===== config.mk =====
export PLATFORM = sky130hd
export DESIGN_NAME = websocket_frame_deframer_flat
export DESIGN_NICKNAME = d
export VERILOG_FILES = /design/src/hw/rtl/wsd_pkg.sv /design/src/hw/rtl/wsd_if.sv /design/src/hw/rtl/wsd_parser.sv /design/src/hw/rtl/wsd_out_stage.sv /design/src/hw/rtl/websocket_frame_deframer.sv /design/src/flat_wrapper.sv
export SDC_FILE = /design/constraint.sdc
export NUM_CORES = 1
export LEC_CHECK = 0
export BUFFER_PORTS_ARGS = -buffer_cell sky130_fd_sc_hd__buf_2
export CAP_MARGIN = 20
export CORE_UTILIZATION = 57
export CTS_CLUSTER_SIZE = 20
export DETAILED_ROUTE_END_ITERATION = 8
export HOLD_SLACK_MARGIN = 0.1
export PLACE_DENSITY = 0.89
export SLEW_MARGIN = 20
export SYNTH_ARGS = -nofsm -noshare
export SYNTH_HDL_FRONTEND = slang
export SYNTH_HIERARCHICAL = 1
export SYNTH_SLANG_ARGS = --single-unit

===== constraint.sdc =====
create_clock -name clk -period 3.2 [get_ports clk]
set_input_delay 0.16 -clock clk [delete_from_list [all_inputs] [get_ports clk]]
set_output_delay 0.16 -clock clk [all_outputs]
set_load 0.02 [all_outputs]

===== src/hw/rtl/wsd_pkg.sv =====
// Shared types and codes for the WebSocket frame deframer.
package wsd_pkg;

  // Width of the kept payload length; extended length bytes above it are dropped.
  localparam int LENGTH_BITS = 64;

  typedef logic [LENGTH_BITS-1:0] wsd_len_t;

  // Result status codes
  localparam logic [2:0] ST_DATA     = 3'd0;
  localparam logic [2:0] ST_EMPTY    = 3'd1;
  localparam logic [2:0] ST_SHORT    = 3'd2;
  localparam logic [2:0] ST_NOTFIN   = 3'd3;
  localparam logic [2:0] ST_UNMASKED = 3'd4;
  localparam logic [2:0] ST_TRUNC    = 3'd5;

  // One received byte with its buffer end mark
  typedef struct packed {
    logic [7:0] rx_byte;
    logic       buffer_end;
  } wsd_item_t;

  // One result transaction
  typedef struct packed {
    logic [2:0] status;
    logic [7:0] payload_byte;
    logic       frame_last;
  } wsd_result_t;

  // Registered input byte handed to the parser
  typedef struct packed {
    logic      valid;
    wsd_item_t item;
  } wsd_step_t;

  // Parser outcome for the byte being processed
  typedef struct packed {
    logic        valid;
    wsd_result_t res;
  } wsd_outcome_t;

endpackage


===== src/hw/rtl/wsd_if.sv =====
// Valid/ready channel interfaces for the byte input and the result output.
interface wsd_byte_if;
  logic       valid;
  logic       ready;
  logic [7:0] rx_byte;
  logic       buffer_end;

  modport source (output valid, output rx_byte, output buffer_end, input ready);
  modport sink   (input valid, input rx_byte, input buffer_end, output ready);
endinterface

interface wsd_result_if;
  logic       valid;
  logic       ready;
  logic [2:0] status;
  logic [7:0] payload_byte;
  logic       frame_last;

  modport source (output valid, output status, output payload_byte, output frame_last,
                  input ready);
  modport sink   (input valid, input status, input payload_byte, input frame_last,
                  output ready);
endinterface


===== src/hw/rtl/wsd_parser.sv =====
// Frame header parser, length tracking and payload unmasking.
module wsd_parser (
  input  logic                  clk,
  input  logic                  rst,
  input  wsd_pkg::wsd_step_t    step,
  output wsd_pkg::wsd_outcome_t outcome
);

  localparam logic [2:0] PH_FIRST   = 3'd0;
  localparam logic [2:0] PH_SECOND  = 3'd1;
  localparam logic [2:0] PH_EXTLEN  = 3'd2;
  localparam logic [2:0] PH_KEY     = 3'd3;
  localparam logic [2:0] PH_PAYLOAD = 3'd4;
  localparam logic [2:0] PH_SKIP    = 3'd5;

  logic [2:0]        parse_phase, parse_phase_next;
  logic [3:0]        header_count, header_count_next;
  wsd_pkg::wsd_len_t length_remaining, length_remaining_next;
  logic [31:0]       mask_key, mask_key_next;
  logic [1:0]        mask_position, mask_position_next;

  logic [7:0]        b;
  logic              buf_end;
  logic [3:0]        hc_dec;
  wsd_pkg::wsd_len_t len_dec;
  logic [7:0]        unmasked;

  assign b        = step.item.rx_byte;
  assign buf_end  = step.item.buffer_end;
  assign hc_dec   = header_count - 4'd1;
  assign len_dec  = length_remaining - wsd_pkg::wsd_len_t'(1);
  assign unmasked = b ^ mask_key[{~mask_position, 3'b000} +: 8];

  always_comb begin
    parse_phase_next      = parse_phase;
    header_count_next     = header_count;
    length_remaining_next = length_remaining;
    mask_key_next         = mask_key;
    mask_position_next    = mask_position;
    outcome.valid         = 1'b0;
    outcome.res           = '{status: wsd_pkg::ST_DATA, payload_byte: 8'd0, frame_last: 1'b1};

    if (step.valid) begin
      case (parse_phase)
        PH_FIRST: begin
          if (buf_end) begin
            outcome.valid      = 1'b1;
            outcome.res.status = wsd_pkg::ST_SHORT;
          end else if (!b[7]) begin
            outcome.valid      = 1'b1;
            outcome.res.status = wsd_pkg::ST_NOTFIN;
            parse_phase_next   = PH_SKIP;
          end else begin
            parse_phase_next = PH_SECOND;
          end
        end
        PH_SECOND: begin
          if (!b[7]) begin
            outcome.valid      = 1'b1;
            outcome.res.status = wsd_pkg::ST_UNMASKED;
            parse_phase_next   = PH_SKIP;
          end else begin
            length_remaining_next = '0;
            mask_key_next         = '0;
            mask_position_next    = '0;
            if (b[6:0] == 7'd126) begin
              header_count_next = 4'd2;
              parse_phase_next  = PH_EXTLEN;
            end else if (b[6:0] == 7'd127) begin
              header_count_next = 4'd8;
              parse_phase_next  = PH_EXTLEN;
            end else begin
              length_remaining_next = wsd_pkg::wsd_len_t'(b[6:0]);
              header_count_next     = 4'd4;
              parse_phase_next      = PH_KEY;
            end
            if (buf_end) begin
              outcome.valid      = 1'b1;
              outcome.res.status = wsd_pkg::ST_TRUNC;
            end
          end
        end
        PH_EXTLEN: begin
          length_remaining_next = {length_remaining[wsd_pkg::LENGTH_BITS-9:0], b};
          header_count_next     = hc_dec;
          if (hc_dec == 4'd0) begin
            header_count_next = 4'd4;
            parse_phase_next  = PH_KEY;
          end
          if (buf_end) begin
            outcome.valid      = 1'b1;
            outcome.res.status = wsd_pkg::ST_TRUNC;
          end
        end
        PH_KEY: begin
          mask_key_next     = {mask_key[23:0], b};
          header_count_next = hc_dec;
          if (hc_dec == 4'd0) begin
            if (length_remaining == '0) begin
              outcome.valid      = 1'b1;
              outcome.res.status = wsd_pkg::ST_EMPTY;
              parse_phase_next   = PH_SKIP;
            end else begin
              parse_phase_next = PH_PAYLOAD;
              if (buf_end) begin
                outcome.valid      = 1'b1;
                outcome.res.status = wsd_pkg::ST_TRUNC;
              end
            end
          end else if (buf_end) begin
            outcome.valid      = 1'b1;
            outcome.res.status = wsd_pkg::ST_TRUNC;
          end
        end
        PH_PAYLOAD: begin
          mask_position_next       = mask_position + 2'd1;
          length_remaining_next    = len_dec;
          outcome.valid            = 1'b1;
          outcome.res.payload_byte = unmasked;
          if (len_dec == '0) begin
            parse_phase_next = PH_SKIP;
          end else if (buf_end) begin
            outcome.res.status = wsd_pkg::ST_TRUNC;
          end else begin
            outcome.res.frame_last = 1'b0;
          end
        end
        default: begin
          // trailing bytes: wait for the buffer end
        end
      endcase

      if (buf_end) begin
        parse_phase_next      = PH_FIRST;
        header_count_next     = '0;
        length_remaining_next = '0;
        mask_key_next         = '0;
        mask_position_next    = '0;
      end
    end
  end

  always_ff @(posedge clk) begin
    if (rst) begin
      parse_phase      <= PH_FIRST;
      header_count     <= '0;
      length_remaining <= '0;
      mask_key         <= '0;
      mask_position    <= '0;
    end else begin
      parse_phase      <= parse_phase_next;
      header_count     <= header_count_next;
      length_remaining <= length_remaining_next;
      mask_key         <= mask_key_next;
      mask_position    <= mask_position_next;
    end
  end

endmodule


===== src/hw/rtl/wsd_out_stage.sv =====
// Result register driving the output channel.
module wsd_out_stage (
  input  logic                  clk,
  input  logic                  rst,
  input  logic                  load,
  input  wsd_pkg::wsd_outcome_t outcome,
  output logic                  free,
  wsd_result_if.source          deframed
);

  logic                 full;
  wsd_pkg::wsd_result_t res;

  assign free                  = !full || deframed.ready;
  assign deframed.valid        = full;
  assign deframed.status       = res.status;
  assign deframed.payload_byte = res.payload_byte;
  assign deframed.frame_last   = res.frame_last;

  always_ff @(posedge clk) begin
    if (rst) begin
      full <= 1'b0;
    end else if (load) begin
      full <= outcome.valid;
    end else if (deframed.ready) begin
      full <= 1'b0;
    end
  end

  always_ff @(posedge clk) begin
    if (load && outcome.valid) begin
      res <= outcome.res;
    end
  end

endmodule


===== src/hw/rtl/websocket_frame_deframer.sv =====
// Top level of the WebSocket frame deframer with payload unmasking.
//
//  channel   dir  payload                                  meaning
//  rx        in   rx_byte[7:0], buffer_end                 one buffer byte per transaction
//  deframed  out  status[2:0], payload_byte[7:0], frame_last  zero or one per byte
//
// One byte per cycle sustained while the output is not stalled. A byte is held in
// the input register, from which the parser updates its state and the outcome is
// captured in the result register, which drives the deframed channel.
// rst is synchronous: parser restarts at the first header byte, both registers empty.
// A stalled output holds the result register; the input register then fills and
// rx.ready drops until deframed.ready returns. Bytes that give no result still
// take one pass through the parser and need a free result slot to move on.
module websocket_frame_deframer (
  input  logic         clk,
  input  logic         rst,
  wsd_byte_if.sink     rx,
  wsd_result_if.source deframed
);

  logic                  in_full;
  wsd_pkg::wsd_item_t    in_item;
  logic                  out_free;
  logic                  advance;
  wsd_pkg::wsd_step_t    step;
  wsd_pkg::wsd_outcome_t outcome;

  // The held byte moves through the parser once the result slot can take it.
  assign advance  = in_full && out_free;
  assign rx.ready = !in_full || out_free;

  assign step.valid = advance;
  assign step.item  = in_item;

  // Input register
  always_ff @(posedge clk) begin
    if (rst) begin
      in_full <= 1'b0;
    end else if (rx.valid && rx.ready) begin
      in_full <= 1'b1;
    end else if (advance) begin
      in_full <= 1'b0;
    end
  end

  always_ff @(posedge clk) begin
    if (rx.valid && rx.ready) begin
      in_item <= '{rx_byte: rx.rx_byte, buffer_end: rx.buffer_end};
    end
  end

  wsd_parser u_parser (
    .clk     (clk),
    .rst     (rst),
    .step    (step),
    .outcome (outcome)
  );

  wsd_out_stage u_out (
    .clk      (clk),
    .rst      (rst),
    .load     (advance),
    .outcome  (outcome),
    .free     (out_free),
    .deframed (deframed)
  );

endmodule

===== src/flat_wrapper.sv =====
// flat-port wrapper written by rule: the top's interface ports become plain ports
module websocket_frame_deframer_flat 
  (clk, rst, rx_valid, rx_rx_byte, rx_buffer_end, rx_ready, deframed_valid, deframed_status, deframed_payload_byte, deframed_frame_last, deframed_ready);
  wsd_byte_if rx_i ();
  wsd_result_if deframed_i ();
  input  logic clk;
  input  logic rst;
  input wire logic [$bits(rx_i.valid)-1:0] rx_valid;
  input wire logic [$bits(rx_i.rx_byte)-1:0] rx_rx_byte;
  input wire logic [$bits(rx_i.buffer_end)-1:0] rx_buffer_end;
  output wire logic [$bits(rx_i.ready)-1:0] rx_ready;
  output wire logic [$bits(deframed_i.valid)-1:0] deframed_valid;
  output wire logic [$bits(deframed_i.status)-1:0] deframed_status;
  output wire logic [$bits(deframed_i.payload_byte)-1:0] deframed_payload_byte;
  output wire logic [$bits(deframed_i.frame_last)-1:0] deframed_frame_last;
  input wire logic [$bits(deframed_i.ready)-1:0] deframed_ready;
  assign rx_i.valid = rx_valid;
  assign rx_i.rx_byte = rx_rx_byte;
  assign rx_i.buffer_end = rx_buffer_end;
  assign rx_ready = rx_i.ready;
  assign deframed_valid = deframed_i.valid;
  assign deframed_status = deframed_i.status;
  assign deframed_payload_byte = deframed_i.payload_byte;
  assign deframed_frame_last = deframed_i.frame_last;
  assign deframed_i.ready = deframed_ready;
  websocket_frame_deframer u_core (.clk(clk), .rst(rst), .rx(rx_i), .deframed(deframed_i));
endmodule

==> results of run 1 <==
[layer usage]
metal | GRT usage | vias to the layer above
met5 | 0 | -
met4 | 0.1623 | 0
met3 | 0.07053 | 72
met2 | 0.5026 | 465
met1 | 0.4029 | 3554
li1 | - | 3439
[sequential cells by signal, indices dropped and copies added (netlist names)]
register,cells
u_core/u_parser/parse_phase,3
u_core/u_parser/mask_key,32
u_core/u_out/deframed.status,3
u_core/u_out/deframed.payload_byte,8
u_core/u_out/deframed.frame_last,1
u_core/u_parser/mask_position,2
u_core/in_full,1
u_core/u_out/deframed.valid,1
u_core/in_item,9
u_core/u_parser/length_remaining,64
u_core/u_parser/header_count,4
[metrics by stage]
stage,worst slack [ns],power [mW]
3_3_place_gp,0.2818,2.248
5_1_grt,-0.03904,4.290
4_1_cts,0.1615,4.132
3_5_place_dp,0.2131,2.255
2_1_floorplan,0.01126,2.119
6_report,0.1090,4.142
[cells in the final DEF (no fill, tap or decap), drive strengths merged, types with 4 or more instances in the layout]
master / synthesis / layout
clkbuf: 65 / 19
nor2: 126 / 126
nand3b: 5 / 5
buf: 18 / 71
o22ai: 4 / 4
or3: 9 / 9
nor3: 28 / 28
mux4: 8 / 8
and2: 7 / 8
nand2b: 4 / 4
nand2: 119 / 119
nand3: 57 / 57
nor4: 27 / 27
a21oi: 47 / 47
dlygate4sd3: 0 / 11
dfxtp: 107 / 107
a22oi: 67 / 67
o31ai: 6 / 6
and3: 4 / 4
nand4: 18 / 18
a22o: 6 / 6
nor4b: 4 / 4
ha: 4 / 4
xnor2: 48 / 48
xor2: 24 / 24
inv: 11 / 21
o21ai: 72 / 72
edfxtp: 21 / 21
[kinds of logic (layout without fill, tap and decap cells)]
logic type | after synthesis | after routing | share of synthesized area
fa+ha+maj | 4 | 4 | 0.006592
simple gates | 423 | 424 | 0.2844
compound gates | 222 | 222 | 0.1851
mux | 8 | 8 | 0.02373
xor+xnor | 72 | 72 | 0.08306
buf+inv | 94 | 125 | 0.05191
flops | 128 | 128 | 0.3652
[power groups by stage]
stage,logic (mW),registers [mW],clock network (mW)
5_1_grt,0.633,1.68,1.98
6_report,0.584,1.68,1.88
4_1_cts,0.561,1.68,1.90
2_1_floorplan,0.422,1.70,0
3_5_place_dp,0.545,1.71,0
3_3_place_gp,0.538,1.71,0
[worst max-delay path: cells and delay by family, from the launching register on]
family | cells | cell delay (ns)
flip-flops | 1 | 0.43
XOR/XNOR | 1 | 0.10
AO/OA/AOI/OAI | 2 | 0.37
AND/OR/NAND/NOR | 6 | 1.90
[worst max-delay path by stage]
stage,from,endpoint,slack (ns),cells past startpoint
after floorplan,u_core/u_parser/length_remaining[0]$_SDFFE_PP0P_,u_core/u_out/deframed.frame_last$_DFFE_PP_,0.01,14
after global placement,u_core/u_parser/length_remaining[0]$_SDFFE_PP0P_,u_core/u_out/deframed.status[2]$_DFFE_PP_,0.28,11
after detailed placement,u_core/u_parser/length_remaining[3]$_SDFFE_PP0P_,u_core/u_out/deframed.status[0]$_DFFE_PP_,0.21,9
after CTS,u_core/u_parser/length_remaining[0]$_SDFFE_PP0P_,u_core/u_out/deframed.status[0]$_DFFE_PP_,0.16,11
after global routing,u_core/u_parser/length_remaining[19]$_SDFFE_PP0P_,u_core/u_out/deframed.status[0]$_DFFE_PP_,-0.04,9
final,u_core/u_parser/length_remaining[3]$_SDFFE_PP0P_,u_core/u_out/deframed.status[0]$_DFFE_PP_,0.11,9
[final cells by class]
class / instances / area (sq um) / share of cell area
Sequential cell: 128 / 2773 / 0.3184
Clock inverter: 13 / 115.1 / 0.01322
Tap cell: 172 / 215.2 / 0.02472
Timing Repair Buffer: 82 / 605.6 / 0.06955
Multi-Input combinational cell: 730 / 4504 / 0.5173
Clock buffer: 19 / 452.9 / 0.05202
Inverter: 11 / 41.29 / 0.004742
[repair_timing]
item	4_1_cts	5_1_grt
gates resized for setup	0	5
buffers inserted	0	2
endpoints found under the hold margin	11	0
hold buffers	11	0
setup endpoints to repair	0	6
==> impl_results.md, run 1 <==
- Status: completed
- Top-count cell post-synth: nor2_1
- First-pass GRT wire length: about 35000 um
- Final non-filler cell total: 1155
- Crit Path Max Fanout: 9
- Synth Register Bits: 128
- Syn Inst Count: between 900 and 1000
- Crit Path Category: reg -> reg
- Critical Path End Type: flop
- # Max-Cap Violations: 0
- HPWL Detailed: ~14000 um
- Share of power burned in combinational logic: 0.141
- Total GRT Usage: 0.3166
- Syn-to-layout area delta: 14.68%
- Largest net degree at the start of global routing: 65
- Seq/Total Area, Yosys: 0.3652
- CORE AREA: roughly 0.013 sq mm
- Tmin final: 3.091 ns
- Clock transition at path regs: around 0.060 ns
- Post-synth top area share: 0.2821
- P_int: 2.944 mW
- Dpl cells: 1109
- DR WL/cell: between 15 and 20 um
- Switching share of power: 0.2894
- Fillers: 972
- Tightest Hold Check Type: in -> reg
- Hold EP: u_core/u_parser/length_remaining[2]$_SDFFE_PP0P_
- Post-DRT Antenna Nets: 0
- Final setup TNS: 0 ns
- Initial antenna violation count: 0
- Final core occ: 0.6789
- Slowest CP cell: or4_4
- Hold Crit Depth: 2
- Routed wl met2: roughly 10000 um
- Worst hold slack: 0.1671 ns
- Clk root buf: clkbuf_16
- Max layer used: met4
- Post-synth top cells: nor2_1, nand2_1, dfxtp_1, o21ai_0, a22oi_1
- TritonRoute pass-1 iters: 6
- Worst Tran Pin Value: slightly below 0.9 ns
- DRC Markers: 0
- CP arrival: 3.24 ns
- Global route overflow: 0
- Max-slew violations: 0
- Ys flop type: dfxtp_1
- Net Count, Synth: roughly 970
- Period utilization: 0.9659
- Via-to-Cell Ratio: roughly 6.5
- CTS tree: built
- Seq pwr share: 0.405
- Clock Path Buffers: 2
- Main area contributors after synthesis: dfxtp_1, edfxtp_1, a22oi_1, nor2_1, nand2_1
- Worst path required time: 3.35 ns
- Clock Power Share: 0.454
- Syn_area_per_cell: 7.983 sq um
- Clock latency on the worst-skew pair: 0.43 ns
- DRT Wirelength: 21570 um
- FFs w/ async S/R, synth: 0
- Critical Path, Cell by Cell: nor3_4, nand4_4, or4_4, nor3_2, xor2_1, nor4_1, nand4_1, o211ai_1, a21oi_1
- Metal-1 WL: 8708 um
- Nets: about 1000
- Boundary pin count: 27
- Synth unique cells: 72
- Reg2Reg Depth: 9
- Fraction of layout cells with a size suffix above 1: 0.1556
- Max-slew headroom: 0.4071
- Worst setup SP type: flop
- Reg2Reg Capture Point: u_core/u_out/deframed.status[0]$_DFFE_PP_
- Die H: roughly 120 um
- Max Freq: 323.5 MHz
- Initial DRC Count: 1241
- Switching Power: 1.199 mW
- DP Area: roughly 0.0080 sq mm
- Die ar.: around 0.014 sq mm
- Post-route cell area: 0.008707 sq mm
- Leak: 3.347 nW
- Initial Util: 0.5920
- Critical R2R Launch: u_core/u_parser/length_remaining[3]$_SDFFE_PP0P_
- Setup Skew: 0.01463 ns
- CTS H-tree lvls: 4
- Num CTS Buffers: 17
- Mapped cell area: 0.007592 sq mm
- Hold_sp: rst
- Cell taking the most area after synthesis: dfxtp_1
- R2R Setup Slk: between 0.1 and 0.15 ns
- Clock sink count: around 130
- Final setup violation count: 0
- Met3 WL post-DR: 2054 um
- Die Wd: 117.4 um
- ANT cells: 0
- Max IR drop VDD: 0.0003519 V
- Via Count: roughly 7500
- Hold Vio Cnt, Final: 0
- P per Cell Area: 475.7 mW/mm^2
- Final GP Congestion: 0.9383
- Post-synth EDFFs: 21
- # rows: 41
- Vias in the first global route: 7088
- I/O Buffers: 26
- Yosys Warn Count: 6
- Slowest cell delay on critical path: about 0.66 ns
No activity file was read; power rests on OpenSTA's default activity.
==> inputs of run 2 (changes only) <==
--- a/config.mk
+++ b/config.mk
@@ -7,11 +7,11 @@
 export LEC_CHECK = 0
 export BUFFER_PORTS_ARGS = -buffer_cell sky130_fd_sc_hd__buf_2
 export CAP_MARGIN = 20
-export CORE_UTILIZATION = 57
+export CORE_UTILIZATION = 63
 export CTS_CLUSTER_SIZE = 20
 export DETAILED_ROUTE_END_ITERATION = 8
 export HOLD_SLACK_MARGIN = 0.1
-export PLACE_DENSITY = 0.89
+export PLACE_DENSITY = 0.93
 export SLEW_MARGIN = 20
 export SYNTH_ARGS = -nofsm -noshare
 export SYNTH_HDL_FRONTEND = slang
==> constraint.sdc (replaced) <==
create_clock -name clk -period 3.5 [get_ports clk]
set_input_delay 0.175 -clock clk [delete_from_list [all_inputs] [get_ports clk]]
set_output_delay 0.175 -clock clk [all_outputs]
set_load 0.02 [all_outputs]
==> impl_results.md, run 2 (synthesis gave the netlist of run 1 again) <==
- Total GRT Usage: 0.3621 (was 0.3166)
- Worst path required time: 3.65 ns (was 3.35 ns)
- Setup Skew: 0.008419 ns (was 0.01463 ns)
- Die Wd: 111.8 um (was 117.4 um)
- Largest register FFs: 64 (unchanged)
- Initial Util: 0.6565 (was 0.5920)
- First-pass GRT wire length: 35670 um (was 35120 um)
- Nets: 969 (was 987)
- Final GP Congestion: 0.9350 (was 0.9383)
- Boundary pin count: 27 (unchanged)
- Most flops, register: u_core/u_parser/length_remaining (unchanged)
- Clock latency on the worst-skew pair: 0.43 ns (about the same)
- Worst path most repeated cell: nand4_1
- RSZ-0062 raised after global routing: false
- Largest registers: u_core/u_parser/length_remaining: 64 flops, u_core/u_parser/mask_key: 32 flops, u_core/in_item: 9 flops (unchanged)
- Place WS: 0.2782 ns (was 0.2131 ns)
- Clock Path Buffers: 2 (unchanged)
- CP arrival: 3.40 ns (was 3.24 ns)
- Max-slew headroom: 0.4285 (was 0.4071)
- DRT Wirelength: 21920 um (was 21570 um)
- DRC Markers: 0 (unchanged)
- Global route overflow: 0 (unchanged)
- Via Count: 7540 (was 7530)
- Tightest Hold Check Type: in -> reg (unchanged)
- Post-DRT Antenna Nets: 0 (unchanged)
- Die H: 111.8 um (was 117.4 um)
- Leak: 3.241 nW (was 3.347 nW)
- Period utilization: 0.9278 (was 0.9659)
- I/O Buffers: 26 (unchanged)
- HPWL Detailed: 13350 um (was 13770 um)
- Via-to-Cell Ratio: 6.805 (was 6.519)
- TritonRoute pass-1 iters: 7 (was 6)
- Status: completed (unchanged)
- Commonest non-fill, non-tap cells in the layout: nor2_1, nand2_1, dfxtp_1 (unchanged)
- Area of the multi-input gates: 0.004487 sq mm (was 0.004504 sq mm)
- Largest net degree at the start of global routing: 78 (was 65)
- Initial antenna violation count: 0 (unchanged)
- Max IR drop VDD: 0.0003281 V (was 0.0003519 V)
- Clk root buf: clkbuf_16 (unchanged)
- Clock transition at path regs: 0.06 ns (about the same)
- Num CTS Buffers: 17 (unchanged)
- Critical Path End Type: flop (unchanged)
- # Max-Cap Violations: 0 (unchanged)
- Vias in the first global route: 6966 (was 7088)
- Slowest cell delay on critical path: 0.38 ns (was 0.66 ns)
- Final setup violation count: 0 (unchanged)
- Worst setup SP type: flop (unchanged)
- CORE AREA: 0.01156 sq mm (was 0.01282 sq mm)
- Initial DRC Count: 1361 (was 1241)
- Worst Tran Pin Value: 0.8573 ns (was 0.8893 ns)
- Tot Pwr: 3.674 mW (was 4.142 mW)
- Syn-to-layout area delta: 12.10% (was 14.68%)
- Max Freq: 307.9 MHz (was 323.5 MHz)
- DR WL/cell: 19.78 um (was 18.67 um)
- Final setup TNS: 0 ns (unchanged)
- Max-slew violations: 0 (unchanged)
- P per Cell Area: 431.7 mW/mm^2 (was 475.7 mW/mm^2)
- ANT cells: 0 (unchanged)
- Fraction of layout cells with a size suffix above 1: 0.1358 (was 0.1556)
- CTS H-tree lvls: 4 (unchanged)
- Most common cell after layout, fill and taps aside: nor2_1 (unchanged)
- Crit Path Max Fanout: 8 (was 9)
- # rows: 39 (was 41)
- CTS tree: built (unchanged)
- Tmin final: 3.247 ns (was 3.091 ns)
- Sequential Area: 0.002773 sq mm (unchanged)
- Worst setup margin: 0.2526 ns (was 0.1090 ns)
- Hold Vio Cnt, Final: 0 (unchanged)
- Critical Path, Cell by Cell: inv_1, ha_2, nor4b_4, buf_4, nand3_1, nor4_1, xnor2_1, nand4_1, nor3_1, nand4_1, o211ai_1, a21oi_1 (was nor3_4, nand4_4, or4_4, nor3_2, xor2_1, nor4_1, nand4_1, o211ai_1, a21oi_1)
- Clock sink count: 128 (unchanged)
- Fillers: 792 (was 972)
- Post-CTS Setup Bufs: 0 (unchanged)
- Crit Path Category: reg -> reg (unchanged)
- Die ar.: 0.01249 sq mm (was 0.01379 sq mm)
- Slowest CP cell: nor4_1 (was or4_4)
run 2: cell types whose count changed in the layout (fill, tap and decap cells not counted), moves of 2 or more:
cell,previous run,this run
buf_4,44,26
clkbuf_8,2,0
clkinv_1,0,2
clkinv_4,2,5
clkinvlp_4,1,4
inv_6,7,2
nor4_2,7,5
run 2: report_power, final:
| group | internal, mW | switching (mW) | total, mW |
|---|---|---|---|
| Combinational | 0.203 | 0.322 | 0.525 |
| Sequential | 1.51 | 0.0304 | 1.54 |
| Clock | 0.908 | 0.701 | 1.61 |
| Total | 2.62 | 1.05 | 3.67 |
run 2: per-layer routing:
metal,vias to the layer above,part of all wire,GRT usage
met5,-,0,0
met4,0,0.046,0.1928
met3,122,0.11,0.08928
met2,530,0.46,0.5727
met1,3492,0.38,0.4568
li1,3396,-,-
run 2: layout make-up:
type / count / area share
Inverter: 11 / 0.004852
Clock inverter: 15 / 0.01353
Tap cell: 143 / 0.02102
Timing Repair Buffer: 65 / 0.05763
Multi-Input combinational cell: 729 / 0.5272
Clock buffer: 17 / 0.04999
Sequential cell: 128 / 0.3258
run 2: timing repair:
item | 4_1_cts | 5_1_grt
setup endpoints to repair | 0 | 14
endpoints found under the hold margin | 11 | 0
hold buffers | 11 | 0
resized for setup | 0 | 4
run 2: final timing paths:
check / start / to / slack [ns] / cells after the start
min reg2reg: u_core/u_parser/mask_key[25]$_SDFFE_PP0P_ / u_core/u_parser/mask_key[25]$_SDFFE_PP0P_ / 0.45 / 2
max: u_core/u_parser/length_remaining[1]$_SDFFE_PP0P_ / u_core/u_out/deframed.status[0]$_DFFE_PP_ / 0.25 / 12
max reg2reg: u_core/u_parser/length_remaining[1]$_SDFFE_PP0P_ / u_core/u_out/deframed.status[0]$_DFFE_PP_ / 0.25 / 12
min: rst / u_core/u_parser/length_remaining[11]$_SDFFE_PP0P_ / 0.34 / 2
run 2: metrics by stage:
step / hold WS, ns / cell area, sq um / std cells / utilization
final: 0.3383 / 8511 / 1108 / 0.7359
after global routing: 0.3457 / 8511 / 1108 / 0.7359
after floorplan: 0.2374 / 7592 / 951 / -
after global placement: 0.3514 / 7841 / 1065 / 0.6780
after detailed placement: 0.3535 / 7841 / 1065 / 0.6780
after CTS: 0.3116 / 8492 / 1108 / 0.7343
run 2: critical path, delay by kind of cell (launching register included):
| kind | cells | cell delay [ns] |
|---|---|---|
| xor+xnor | 1 | 0.22 |
| flops | 1 | 0.36 |
| fa+ha+maj | 1 | 0.25 |
| simple gates | 6 | 1.46 |
| buf+inv | 2 | 0.29 |
| compound gates | 2 | 0.39 |
